--- src/hdl/assert_macros.svh ---
// Assertion macros shared by the grid cell enumeration RTL.
`ifndef ASSERT_MACROS_SVH
`define ASSERT_MACROS_SVH

// Condition must hold at every clock edge outside reset.
`define ASSERT_ALWAYS(label, clk, rst_n, cond, msg) \
  label: assert property (@(posedge clk) disable iff (!rst_n) (cond)) \
    else $error(msg);

// Consequent must hold in the same cycle as the antecedent.
`define ASSERT_IMPLY(label, clk, rst_n, ante, cons, msg) \
  label: assert property (@(posedge clk) disable iff (!rst_n) (ante) |-> (cons)) \
    else $error(msg);

`endif

--- src/hdl/gcbb_pkg.sv ---
// Shared types and constants for the grid cell enumeration unit.
package gcbb_pkg;

  localparam int MAX_CELLS_PER_DIM = 8;
  localparam int IDX_W   = 3;
  localparam int CPD_W   = 4;
  localparam int ID_W    = 6;
  localparam int STAT_W  = 2;
  localparam int COORD_W = 32;
  localparam int SIZE_W  = 31;
  localparam int QDEPTH  = 2;

  localparam logic [STAT_W-1:0] ST_OK      = 2'd0;
  localparam logic [STAT_W-1:0] ST_OUTSIDE = 2'd1;
  localparam logic [STAT_W-1:0] ST_EMPTY   = 2'd2;

  localparam logic [2:0] CFG_ORIGIN_X      = 3'd0;
  localparam logic [2:0] CFG_ORIGIN_Y      = 3'd1;
  localparam logic [2:0] CFG_CELL_WIDTH    = 3'd2;
  localparam logic [2:0] CFG_CELL_HEIGHT   = 3'd3;
  localparam logic [2:0] CFG_CELLS_PER_DIM = 3'd4;

  typedef struct packed {
    logic [COORD_W-1:0] origin_x;
    logic [COORD_W-1:0] origin_y;
    logic [SIZE_W-1:0]  cell_width;
    logic [SIZE_W-1:0]  cell_height;
    logic [CPD_W-1:0]   cells_per_dim;
  } gcbb_cfg_t;

  typedef struct packed {
    logic [STAT_W-1:0] status;
    logic [IDX_W-1:0]  col_lo;
    logic [IDX_W-1:0]  col_hi;
    logic [IDX_W-1:0]  row_lo;
    logic [IDX_W-1:0]  row_hi;
    logic [CPD_W-1:0]  cpd;
  } gcbb_desc_t;

endpackage

--- src/hdl/grid_cells_for_bounding_box_unit.sv ---
// The front runs 3 restoring divide steps on four lanes and takes no new box
// until it has pushed the last; the back sends one result per cycle while its
// output is free or popped: one per covered cell, one for an error box.
// A two-entry queue lets the front classify the next box while cells stream.
// Reset: synchronous active-low; clears control and restores config defaults.
`include "assert_macros.svh"

module grid_cells_for_bounding_box_unit (
  input  logic               clk,
  input  logic               rst_n,
  input  logic               cfg_we,
  input  logic [2:0]         cfg_index,
  input  logic [31:0]        cfg_wdata,
  input  logic               push,
  output logic               full,
  input  logic signed [31:0] in_box_min_x,
  input  logic signed [31:0] in_box_min_y,
  input  logic signed [31:0] in_box_max_x,
  input  logic signed [31:0] in_box_max_y,
  output logic               empty,
  input  logic               pop,
  output logic [5:0]         out_cell_id,
  output logic [1:0]         out_status,
  output logic               out_last
);
  import gcbb_pkg::*;

  gcbb_cfg_t  cfg_r;
  gcbb_desc_t fq_wdata;
  gcbb_desc_t fq_rdata;
  logic       fq_push;
  logic       fq_full;
  logic       fq_pop;
  logic       fq_empty;

  always_ff @(posedge clk) begin
    if (!rst_n) begin
      cfg_r.origin_x      <= '0;
      cfg_r.origin_y      <= '0;
      cfg_r.cell_width    <= SIZE_W'(65536);
      cfg_r.cell_height   <= SIZE_W'(65536);
      cfg_r.cells_per_dim <= CPD_W'(MAX_CELLS_PER_DIM);
    end else if (cfg_we) begin
      unique case (cfg_index)
        CFG_ORIGIN_X:      cfg_r.origin_x      <= cfg_wdata;
        CFG_ORIGIN_Y:      cfg_r.origin_y      <= cfg_wdata;
        CFG_CELL_WIDTH:    cfg_r.cell_width    <= cfg_wdata[SIZE_W-1:0];
        CFG_CELL_HEIGHT:   cfg_r.cell_height   <= cfg_wdata[SIZE_W-1:0];
        CFG_CELLS_PER_DIM: cfg_r.cells_per_dim <= cfg_wdata[CPD_W-1:0];
        default: ;
      endcase
    end
  end

  gcbb_front u_front (
    .clk          (clk),
    .rst_n        (rst_n),
    .cfg          (cfg_r),
    .push         (push),
    .full         (full),
    .in_box_min_x (in_box_min_x),
    .in_box_min_y (in_box_min_y),
    .in_box_max_x (in_box_max_x),
    .in_box_max_y (in_box_max_y),
    .q_push       (fq_push),
    .q_data       (fq_wdata),
    .q_full       (fq_full)
  );

  gcbb_fifo u_fifo (
    .clk     (clk),
    .rst_n   (rst_n),
    .wr_en   (fq_push),
    .wr_data (fq_wdata),
    .q_full  (fq_full),
    .rd_en   (fq_pop),
    .rd_data (fq_rdata),
    .q_empty (fq_empty)
  );

  gcbb_back u_back (
    .clk         (clk),
    .rst_n       (rst_n),
    .q_data      (fq_rdata),
    .q_empty     (fq_empty),
    .q_pop       (fq_pop),
    .empty       (empty),
    .pop         (pop),
    .out_cell_id (out_cell_id),
    .out_status  (out_status),
    .out_last    (out_last)
  );

  `ASSERT_IMPLY(a_err_single, clk, rst_n, !empty && out_status != ST_OK, out_last && out_cell_id == 6'd0, "error result not single")

endmodule

--- src/hdl/gcbb_fifo.sv ---
// Two-entry descriptor queue between the classify front and the emit back.
`include "assert_macros.svh"

module gcbb_fifo (
  input  logic                clk,
  input  logic                rst_n,
  input  logic                wr_en,
  input  gcbb_pkg::gcbb_desc_t wr_data,
  output logic                q_full,
  input  logic                rd_en,
  output gcbb_pkg::gcbb_desc_t rd_data,
  output logic                q_empty
);
  import gcbb_pkg::*;

  gcbb_desc_t  mem_r [QDEPTH];
  logic        wr_ptr_r;
  logic        rd_ptr_r;
  logic [1:0]  cnt_r;
  logic [1:0]  cnt_nxt;
  logic        do_wr;
  logic        do_rd;

  assign q_full  = (cnt_r == 2'(QDEPTH));
  assign q_empty = (cnt_r == 2'd0);
  assign do_wr   = wr_en && !q_full;
  assign do_rd   = rd_en && !q_empty;
  assign rd_data = mem_r[rd_ptr_r];

  always_comb begin
    cnt_nxt = cnt_r;
    if (do_wr && !do_rd) begin
      cnt_nxt = cnt_r + 2'd1;
    end else if (do_rd && !do_wr) begin
      cnt_nxt = cnt_r - 2'd1;
    end
  end

  always_ff @(posedge clk) begin
    if (!rst_n) begin
      wr_ptr_r <= 1'b0;
      rd_ptr_r <= 1'b0;
      cnt_r    <= 2'd0;
    end else begin
      cnt_r <= cnt_nxt;
      if (do_wr) begin
        wr_ptr_r <= !wr_ptr_r;
      end
      if (do_rd) begin
        rd_ptr_r <= !rd_ptr_r;
      end
    end
  end

  always_ff @(posedge clk) begin
    if (do_wr) begin
      mem_r[wr_ptr_r] <= wr_data;
    end
  end

  `ASSERT_ALWAYS(a_cnt_bound, clk, rst_n, cnt_r <= 2'(QDEPTH), "queue count above depth")

endmodule

--- src/hdl/gcbb_front.sv ---
// Front: accepts a box, finds the four axis indices and classifies the box.
module gcbb_front (
  input  logic                       clk,
  input  logic                       rst_n,
  input  gcbb_pkg::gcbb_cfg_t        cfg,
  input  logic                       push,
  output logic                       full,
  input  logic signed [31:0]         in_box_min_x,
  input  logic signed [31:0]         in_box_min_y,
  input  logic signed [31:0]         in_box_max_x,
  input  logic signed [31:0]         in_box_max_y,
  output logic                       q_push,
  output gcbb_pkg::gcbb_desc_t       q_data,
  input  logic                       q_full
);
  import gcbb_pkg::*;

  localparam int NLANE = 4;

  localparam logic [1:0] F_IDLE  = 2'd0;
  localparam logic [1:0] F_CHECK = 2'd1;
  localparam logic [1:0] F_DIV   = 2'd2;
  localparam logic [1:0] F_PUSH  = 2'd3;

  logic [1:0]       state_r;
  logic [1:0]       state_nxt;
  logic [1:0]       step_r;
  logic [32:0]      off_r  [NLANE];
  logic [31:0]      rem_r  [NLANE];
  logic [IDX_W-1:0] q_r    [NLANE];
  logic [NLANE-1:0] bad_r;
  logic [CPD_W-1:0] cpd_r;

  logic [31:0]      coord     [NLANE];
  logic [31:0]      lane_org  [NLANE];
  logic [SIZE_W-1:0] lane_size [NLANE];
  logic [32:0]      off_nxt   [NLANE];
  logic [NLANE-1:0] bad_nxt;
  logic [33:0]      dvs       [NLANE];
  logic [33:0]      diff      [NLANE];
  logic [33:0]      lo_sum    [NLANE];
  logic [NLANE-1:0] lane_ok;
  logic             accept;

  assign full   = (state_r != F_IDLE);
  assign accept = push && !full;

  assign coord[0] = in_box_min_x;
  assign coord[1] = in_box_min_y;
  assign coord[2] = in_box_max_x;
  assign coord[3] = in_box_max_y;

  always_comb begin
    for (int i = 0; i < NLANE; i++) begin
      lane_org[i]  = i[0] ? cfg.origin_y : cfg.origin_x;
      lane_size[i] = i[0] ? cfg.cell_height : cfg.cell_width;
      off_nxt[i]   = {coord[i][31], coord[i]} - {lane_org[i][31], lane_org[i]};
      lo_sum[i]    = {off_r[i][32], off_r[i]} + {3'b000, lane_size[i]};
      bad_nxt[i]   = off_r[i][32] ? (lo_sum[i][33] || (lo_sum[i] == 34'd0))
                                  : ({1'b0, off_r[i]} >= {lane_size[i], 3'b000});
      dvs[i]       = {3'b000, lane_size[i]} << step_r;
      diff[i]      = {2'b00, rem_r[i]} - dvs[i];
      lane_ok[i]   = !bad_r[i] && ({1'b0, q_r[i]} < cpd_r);
    end
  end

  always_comb begin
    q_data        = '0;
    q_data.cpd    = cpd_r;
    q_data.col_lo = q_r[0];
    q_data.row_lo = q_r[1];
    q_data.col_hi = q_r[2];
    q_data.row_hi = q_r[3];
    if (!(&lane_ok)) begin
      q_data.status = ST_OUTSIDE;
    end else if ((q_r[0] > q_r[2]) || (q_r[1] > q_r[3])) begin
      q_data.status = ST_EMPTY;
    end else begin
      q_data.status = ST_OK;
    end
  end

  assign q_push = (state_r == F_PUSH);

  always_comb begin
    state_nxt = state_r;
    unique case (state_r)
      F_IDLE:  if (accept) state_nxt = F_CHECK;
      F_CHECK: state_nxt = F_DIV;
      F_DIV:   if (step_r == 2'd0) state_nxt = F_PUSH;
      F_PUSH:  if (!q_full) state_nxt = F_IDLE;
      default: state_nxt = F_IDLE;
    endcase
  end

  always_ff @(posedge clk) begin
    if (!rst_n) begin
      state_r <= F_IDLE;
    end else begin
      state_r <= state_nxt;
    end
  end

  always_ff @(posedge clk) begin
    if (accept) begin
      cpd_r <= (cfg.cells_per_dim > CPD_W'(MAX_CELLS_PER_DIM)) ?
               CPD_W'(MAX_CELLS_PER_DIM) : cfg.cells_per_dim;
      for (int i = 0; i < NLANE; i++) begin
        off_r[i] <= off_nxt[i];
      end
    end
    if (state_r == F_CHECK) begin
      step_r <= 2'(IDX_W - 1);
      bad_r  <= bad_nxt;
      for (int i = 0; i < NLANE; i++) begin
        rem_r[i] <= off_r[i][32] ? 32'd0 : off_r[i][31:0];
        q_r[i]   <= '0;
      end
    end
    if (state_r == F_DIV) begin
      step_r <= step_r - 2'd1;
      for (int i = 0; i < NLANE; i++) begin
        if (!diff[i][33]) begin
          rem_r[i]         <= diff[i][31:0];
          q_r[i][step_r]   <= 1'b1;
        end
      end
    end
  end

endmodule

--- src/hdl/gcbb_back.sv ---
// Back: walks the covered cells of each descriptor, or one error result, into the result register.
`include "assert_macros.svh"

module gcbb_back (
  input  logic                 clk,
  input  logic                 rst_n,
  input  gcbb_pkg::gcbb_desc_t q_data,
  input  logic                 q_empty,
  output logic                 q_pop,
  output logic                 empty,
  input  logic                 pop,
  output logic [5:0]           out_cell_id,
  output logic [1:0]           out_status,
  output logic                 out_last
);
  import gcbb_pkg::*;

  gcbb_desc_t       desc_r;
  logic             busy_r;
  logic [IDX_W-1:0] c_r;
  logic [IDX_W-1:0] r_r;
  logic             out_valid_r;
  logic [ID_W-1:0]  id_r;
  logic [STAT_W-1:0] stat_r;
  logic             last_r;

  logic             slot_free;
  logic             emit;
  logic             is_last;
  logic [ID_W-1:0]  prod;
  logic [ID_W-1:0]  id_nxt;

  assign slot_free = !out_valid_r || pop;
  assign emit      = busy_r && slot_free;
  assign q_pop     = !busy_r && !q_empty;
  assign is_last   = (desc_r.status != ST_OK) ||
                     ((c_r == desc_r.col_hi) && (r_r == desc_r.row_hi));
  assign prod      = ID_W'(r_r) * ID_W'(desc_r.cpd);
  assign id_nxt    = (desc_r.status != ST_OK) ? '0 : ({3'b000, c_r} + prod);

  assign empty       = !out_valid_r;
  assign out_cell_id = id_r;
  assign out_status  = stat_r;
  assign out_last    = last_r;

  always_ff @(posedge clk) begin
    if (!rst_n) begin
      busy_r      <= 1'b0;
      out_valid_r <= 1'b0;
    end else begin
      if (q_pop) begin
        busy_r <= 1'b1;
      end else if (emit && is_last) begin
        busy_r <= 1'b0;
      end
      if (emit) begin
        out_valid_r <= 1'b1;
      end else if (pop) begin
        out_valid_r <= 1'b0;
      end
    end
  end

  always_ff @(posedge clk) begin
    if (q_pop) begin
      desc_r <= q_data;
      c_r    <= q_data.col_lo;
      r_r    <= q_data.row_lo;
    end else if (emit && !is_last) begin
      if (r_r == desc_r.row_hi) begin
        r_r <= desc_r.row_lo;
        c_r <= c_r + 3'd1;
      end else begin
        r_r <= r_r + 3'd1;
      end
    end
    if (emit) begin
      id_r   <= id_nxt;
      stat_r <= desc_r.status;
      last_r <= is_last;
    end
  end

  `ASSERT_IMPLY(a_col_range, clk, rst_n, busy_r && desc_r.status == ST_OK, c_r >= desc_r.col_lo && c_r <= desc_r.col_hi, "column walk left box")
  `ASSERT_IMPLY(a_row_range, clk, rst_n, busy_r && desc_r.status == ST_OK, r_r >= desc_r.row_lo && r_r <= desc_r.row_hi, "row walk left box")

endmodule

--- config.mk ---
export PLATFORM = sky130hd
export DESIGN_NAME = grid_cells_for_bounding_box_unit
export DESIGN_NICKNAME = d
export VERILOG_FILES = /design/src/hdl/gcbb_pkg.sv /design/src/hdl/grid_cells_for_bounding_box_unit.sv /design/src/hdl/gcbb_fifo.sv /design/src/hdl/gcbb_front.sv /design/src/hdl/gcbb_back.sv
export VERILOG_INCLUDE_DIRS = /design/src /design/src/hdl
export SDC_FILE = /design/constraint.sdc
export NUM_CORES = 2
export LEC_CHECK = 0
export BUFFER_PORTS_ARGS = -buffer_cell sky130_fd_sc_hd__buf_4
export CAP_MARGIN = 30
export CORE_ASPECT_RATIO = 0.75
export CORE_UTILIZATION = 35
export CTS_CLUSTER_DIAMETER = 30
export CTS_CLUSTER_SIZE = 25
export DETAILED_ROUTE_END_ITERATION = 7
export HOLD_SLACK_MARGIN = 0.05
export PLACE_DENSITY = 0.61
export SLEW_MARGIN = 15
export SYNTH_ARGS = -nofsm -noshare
export SYNTH_HDL_FRONTEND = slang
export SYNTH_SLANG_ARGS = --single-unit
--- constraint.sdc ---
create_clock -name clk -period 14.11 [get_ports clk]
set_clock_uncertainty 0.2 [all_clocks]
set_input_delay 1.411 -clock clk [delete_from_list [all_inputs] [get_ports clk]]
set_output_delay 1.411 -clock clk [all_outputs]
set_load 0.005 [all_outputs]
-- Word-level counts from Yosys, hierarchy flattened
Memories as Yosys holds them, arrays and structs flattened. A register that Yosys moved wholly into a read port is not among the register bits.
Index checks and enable logic that the tools add are counted.
- bitwise operators: 16
- reduce and logical (&&, ||, !) cells: 60
- add/sub/neg operators: 18
- eq/ne operators: 13
- $lt $le $gt $ge: 13
- shifts and indexed selects: 2
- muxes and demuxes: 70
- $mul: 1
- operator list (operator ; count):
    two-way mux 32 bit ; 8
    adder 33 x 32 -> 34 bit ; 4
    greater-or-equal comparator 33 x 34 -> 1 bit ; 4
    logical NOT 34 bit ; 4
    subtractor 32 x 34 -> 34 bit ; 4
    subtractor 32 x 32 -> 33 bit ; 4
    left shift 31 x 2 -> 34 bit ; 2
    two-way mux 1 bit ; 41
    two-way mux 3 bit ; 10
    two-way mux 2 bit ; 9
    less-than comparator 3 x 4 -> 1 bit ; 4
    OR 1 bit ; 16
    nonzero test 2 bit ; 8
    logical AND 1 bit ; 15
    logical NOT 1 bit ; 14
    AND reduction 2 bit ; 6
    case mux 2 bit (4 select lines) ; 1
    logical OR 1 bit ; 7
    adder 3 x 1 -> 3 bit, second input constant ; 2
    adder 3 x 6 -> 6 bit ; 1
    equality test 2 bit, second input constant ; 3
    equality test 3 x 2 -> 1 bit, second input constant ; 2
    equality test 3 bit ; 2
    greater-than comparator 3 bit ; 2
    other kinds (16) ; 20
- register bits after elaboration: 178
- RAM bits: 308
- input port bits: 168
- memories kept: 4
- logic and storage cells: 221
- output and inout bits: 11
- memories (memory ; depth ; bits a word ; rd ports ; clocked after memory_dff ; wr ports ; line ; source):
    u_front.off_r ; 4 ; 33 ; 4 ; 0 ; 4 ; gcbb_front.sv:28 ; logic [32:0] off_r [NLANE];
    u_front.rem_r ; 4 ; 32 ; 4 ; 0 ; 4 ; gcbb_front.sv:29 ; logic [31:0] rem_r [NLANE];
    u_fifo.mem_r ; 2 ; 18 ; 1 ; 1 ; 1 ; gcbb_fifo.sv:16 ; gcbb_desc_t mem_r [QDEPTH];
    u_front.q_r ; 4 ; 3 ; 4 ; 0 ; 4 ; gcbb_front.sv:30 ; logic [IDX_W-1:0] q_r [NLANE];

-- Depth between registers and ports, before layout
- word-level depth: 7
- mapped depth: 21
- depth with buffers taken out: 17

-- By module
From an unflattened synthesis, not the netlist that was laid out.
- cell total of the unflattened synthesis: 4736
- area total of the unflattened synthesis: 43351.6 µm²
- by module, submodules not included (module ; sequential area each (µm²) ; cells an instance ; instances ; area an instance (µm²)):
    gcbb_front ; 8418.1 ; 4071 ; 1 ; 35422.7
    grid_cells_for_bounding_box_unit ; 2602.5 ; 462 ; 1 ; 4775.8
    gcbb_back ; 940.9 ; 122 ; 1 ; 1622.8
    gcbb_fifo ; 1181.1 ; 81 ; 1 ; 1530.2

-- Worst setup path after synthesis
Ideal clock, no wire load.
- path type: flip-flop to flip-flop
- from: register u_front.step_r[0]
- to: memory u_front.rem_r[1][0] (netlist: u_front.rem_r[0][32]) (enable)
- stages on the path, launching flop included: 20
- period minus slack after synthesis: 6.172 ns
- data required time: 13.516 ns
- data arrival time: 5.578 ns
- setup slack: 7.938 ns
- cell sequence: edfxtp_1 clkbuf_1 clkbuf_1 clkbuf_1 mux2i_1 a21oi_1 inv_1 ha_1 and2_4 a221o_1 a2111o_1 a31oi_1 and4bb_1 o31ai_2 a221oi_2 o21bai_1 o31ai_2 mux2_2 buf_8 nand2b_1
- RTL lines (element ; line ; source):
    start, declared ; gcbb_front.sv:27 ; logic [1:0] step_r;
    start signal, assigned ; gcbb_front.sv:113 ; step_r <= 2'(IDX_W - 1);
    start signal, assigned ; gcbb_front.sv:121 ; step_r <= step_r - 2'd1;
    end, declared ; gcbb_front.sv:29 ;

==> results.yml <==
drt:
  drc: 0
  dr.pass1.iters: 6
  via_per_inst: 5.75
  ant_nets: 0
  drt_iter0_drc: 4041
  vias: 39300
  wl_mm: 153
  wl_per_cell_um: 22.4
floorplanning:
  core_area_mm2: 0.122
  io_pins: 179
  die-area_mm2: 0.125
  die_w_um: 408
  die_y_um: 307
  initial_utilization: 0.354
  rows: 111
power_and_ir_drop:
  p_leak_nw: 20.2
  clkPwrFrac: 0.277
  power_switching_mw: 3.96
  p_total_mw: 9.64
  switching_share: 0.411
  p_seq_frac: 0.262
  ir_drop_mv: 0.127
  combPwrFrac: 0.460
  internal_power_mw: 5.68
  p_per_area_mw_per_mm2: 192
sta:
  relSlewSlack: 0.257
  hold_violations: 0
  rsz0062_at_grt: "false"
  slew_viol_final: 0
  setup_viol: 0
  fin_tns_setup_ps: 0
  timing.fmax_mhz: 158
  worst_slack_ps: 7780
  tightestPinTransition_ps: 1100
  layout_min_cycle_time_ps: 6330
  min_period_over_period: 0.449
placed_design:
  hpwl_mm: 121
  dp_slack_ps: 7910
  placed_area_mm2: 0.0464
  portBuffers: 178
  gp_congestion: 0.997
grt:
  first_global_vias: 35800
  gr-total-overflow: 0
  grt_pass1_wl_mm: 225
  grt_max_degree: 97
  antenna_found_initial: 3
  track_usage: 0.236
layout:
  nets: 5818
  final_cell_mix: "559 x nand2_1, 535 x ha_1, 357 x a21oi_1"
  final_util: 0.411
  stdcell_area_mm2: 0.0503
  drive_above_1_share: 0.105
  fillers: 12200
  layout_commonest_cell: "nand2_1"
  area_growth_syn_to_layout_pct: 16.1
  multiInputGateArea_mm2: 0.0282
  seqCellArea_mm2: 0.0131
clock_network:
  clockBufferDepth: 3
  cts_tree: "yes"
  htree_levels: 3
  clk_pin_slew_worst_paths_ps: 50
  cts.sink_count: 487
  cts_hold_buf: 0
  cts_buffers: 111
  insertion_delay_ps: 740
  cts_resized: 0
  cts-root-buf: "clkbuf_16"
  postCtsSetupBuffers: 0
worst_setup_path:
  critPathMostFrequentCell: "buf_4"
  startpoint_type: "flip-flop"
  required_ps: 14200
  worst-setup-path-type: "flip-flop to flip-flop"
  arrival_ps: 6420
  cpPeakStageDelay_ps: 520
  reg2reg_slack_ps: 7780
  critPathMaxFanout: 46
  path_cells: "buf_4, buf_4, mux4_2, inv_1, ha_1, and2_4, a221o_1, a2111o_1, a31oi_1, and4bb_1, o31ai_2, a221oi_2, o21bai_1, o31ai_2, mux2_2, buf_4, nand2b_1, buf_4"
  rr_worst_depth: 18
  crit_path_top_delay_cell: "buf_4"
  end_kind: "flip-flop"
yosys:
  synth_cell_types: 93
  synth_cells: 4931
  syn_area_per_cell_um2: 8.79
  synth_seq_cells: 487
  synth_area_mm2: 0.0433
  async_reset_ff_frac: 0
  ys.warnings.count: 0
  synth-seq-area-share: 0.303
  synth_fp_nets: 5650
  synth_edf_count: 339
  synth_flop_cell: "edfxtp_1"
worst_hold_path:
  min_path_type: "flip-flop to flip-flop"
  holdPathStages: 2
flow_run:
  maxCapViolations: 0
status:
  outcome: "finished clean"
worst max-delay path: cells and delay by family (launching register included):
kind / cells / cell delay (ps)
muxes: 2 / 820
adders and majority gates: 1 / 260
buffers and inverters: 5 / 1740
AOI/OAI and AO/OA: 7 / 1850
and+or+nand+nor: 3 / 600
DFF: 1 / 360
power by group through the flow:
stage | logic [mW] | clock network, mW | registers [mW]
2_1_floorplan | 3.38 | 0 | 2.27
3_3_place_gp | 4.28 | 0 | 2.52
3_5_place_dp | 4.34 | 0 | 2.52
4_1_cts | 4.37 | 2.71 | 2.50
5_1_grt | 4.91 | 2.77 | 2.54
6_report | 4.44 | 2.67 | 2.53
path summary, 6_finish.rpt:
check | end | startpoint
setup reg to reg | u_front.rem_r[0][42]$_DFFE_PP_ | u_front.step_r[1]$_SDFFCE_PN1P_
hold / removal | cfg_r[114]$_SDFFE_PN0P_ | cfg_r[114]$_SDFFE_PN0P_
setup / recovery | u_front.rem_r[0][42]$_DFFE_PP_ | u_front.step_r[1]$_SDFFCE_PN1P_
hold reg to reg | cfg_r[114]$_SDFFE_PN0P_ | cfg_r[114]$_SDFFE_PN0P_
per-stage QoR:
step	cells	hold slack [ps]
2_1_floorplan	4931	226
3_3_place_gp	6622	252
3_5_place_dp	6623	257
4_1_cts	6831	259
5_1_grt	6832	262
6_report	6833	260
cells by family (layout without fill, tap and decap cells):
family | count (synthesis) | count (layout) | synth area share
muxes | 126 | 126 | 0.0402
xor gates and xnor gates | 270 | 270 | 0.0546
and+or+nand+nor | 1477 | 1477 | 0.165
AOI/OAI and AO/OA | 1500 | 1500 | 0.228
buffers and inverters | 520 | 783 | 0.0467
other | 0 | 1 | 0
adders and majority gates | 551 | 551 | 0.162
DFF | 487 | 487 | 0.303
cells in the mapped netlist, drive strengths merged (34+ instances only):
cell	instances	area share
nand2	559	0.048
ha	535	0.15
a21oi	357	0.041
inv	356	0.031
edfxtp	339	0.23
o21ai	330	0.038
nor2	267	0.023
xnor2	166	0.034
a21o	161	0.028
dfxtp	148	0.068
clkbuf	146	0.013
a21boi	142	0.025
nand3	112	0.013
xor2	104	0.021
nand4	75	0.011
nor3	75	0.0087
nand3b	71	0.012
o21a	69	0.012
mux2i	67	0.015
nor2b	66	0.0095
nand2b	65	0.0094
a211oi	52	0.0090
o31ai	50	0.0090
mux4	36	0.019
and2	34	0.0050
layout make-up:
| cell class | count | area share |
|---|---|---|
| Tap cell | 1638 | 0.0407 |
| Clock buffer | 129 | 0.0586 |
| Sequential cell | 487 | 0.261 |
| Timing Repair Buffer | 219 | 0.0335 |
| Clock inverter | 79 | 0.0189 |
| Antenna cell | 1 | 0.0000497 |
| Inverter | 356 | 0.0266 |
| Multi-Input combinational cell | 3924 | 0.560 |
layer usage:
metal,track usage,vias up,part of all wire
met4,0.0509,2,0.020
met3,0.0573,194,0.11
met2,0.322,1688,0.39
li1,-,18700,-
met1,0.367,18700,0.48
met5,0,-,0.000085
sequential cells by signal, indices dropped and copies added (netlist names), named ones only:
register,count
cfg_r,130
u_back.busy_r,1
u_back.c_r,3
u_back.desc_r,15
u_back.out_cell_id,6
u_back.out_last,1
u_back.out_status,2
u_back.out_valid_r,1
u_back.r_r,3
u_fifo.cnt_r,2
u_fifo.mem_r,36
u_fifo.rd_ptr_r,1
u_fifo.wr_ptr_r,1
u_front.bad_r,4
u_front.cpd_r,4
u_front.off_r,132
u_front.q_r,12
u_front.rem_r,128
u_front.state_r,2
u_front.step_r,2
No activity file was read; power rests on OpenSTA's default activity.
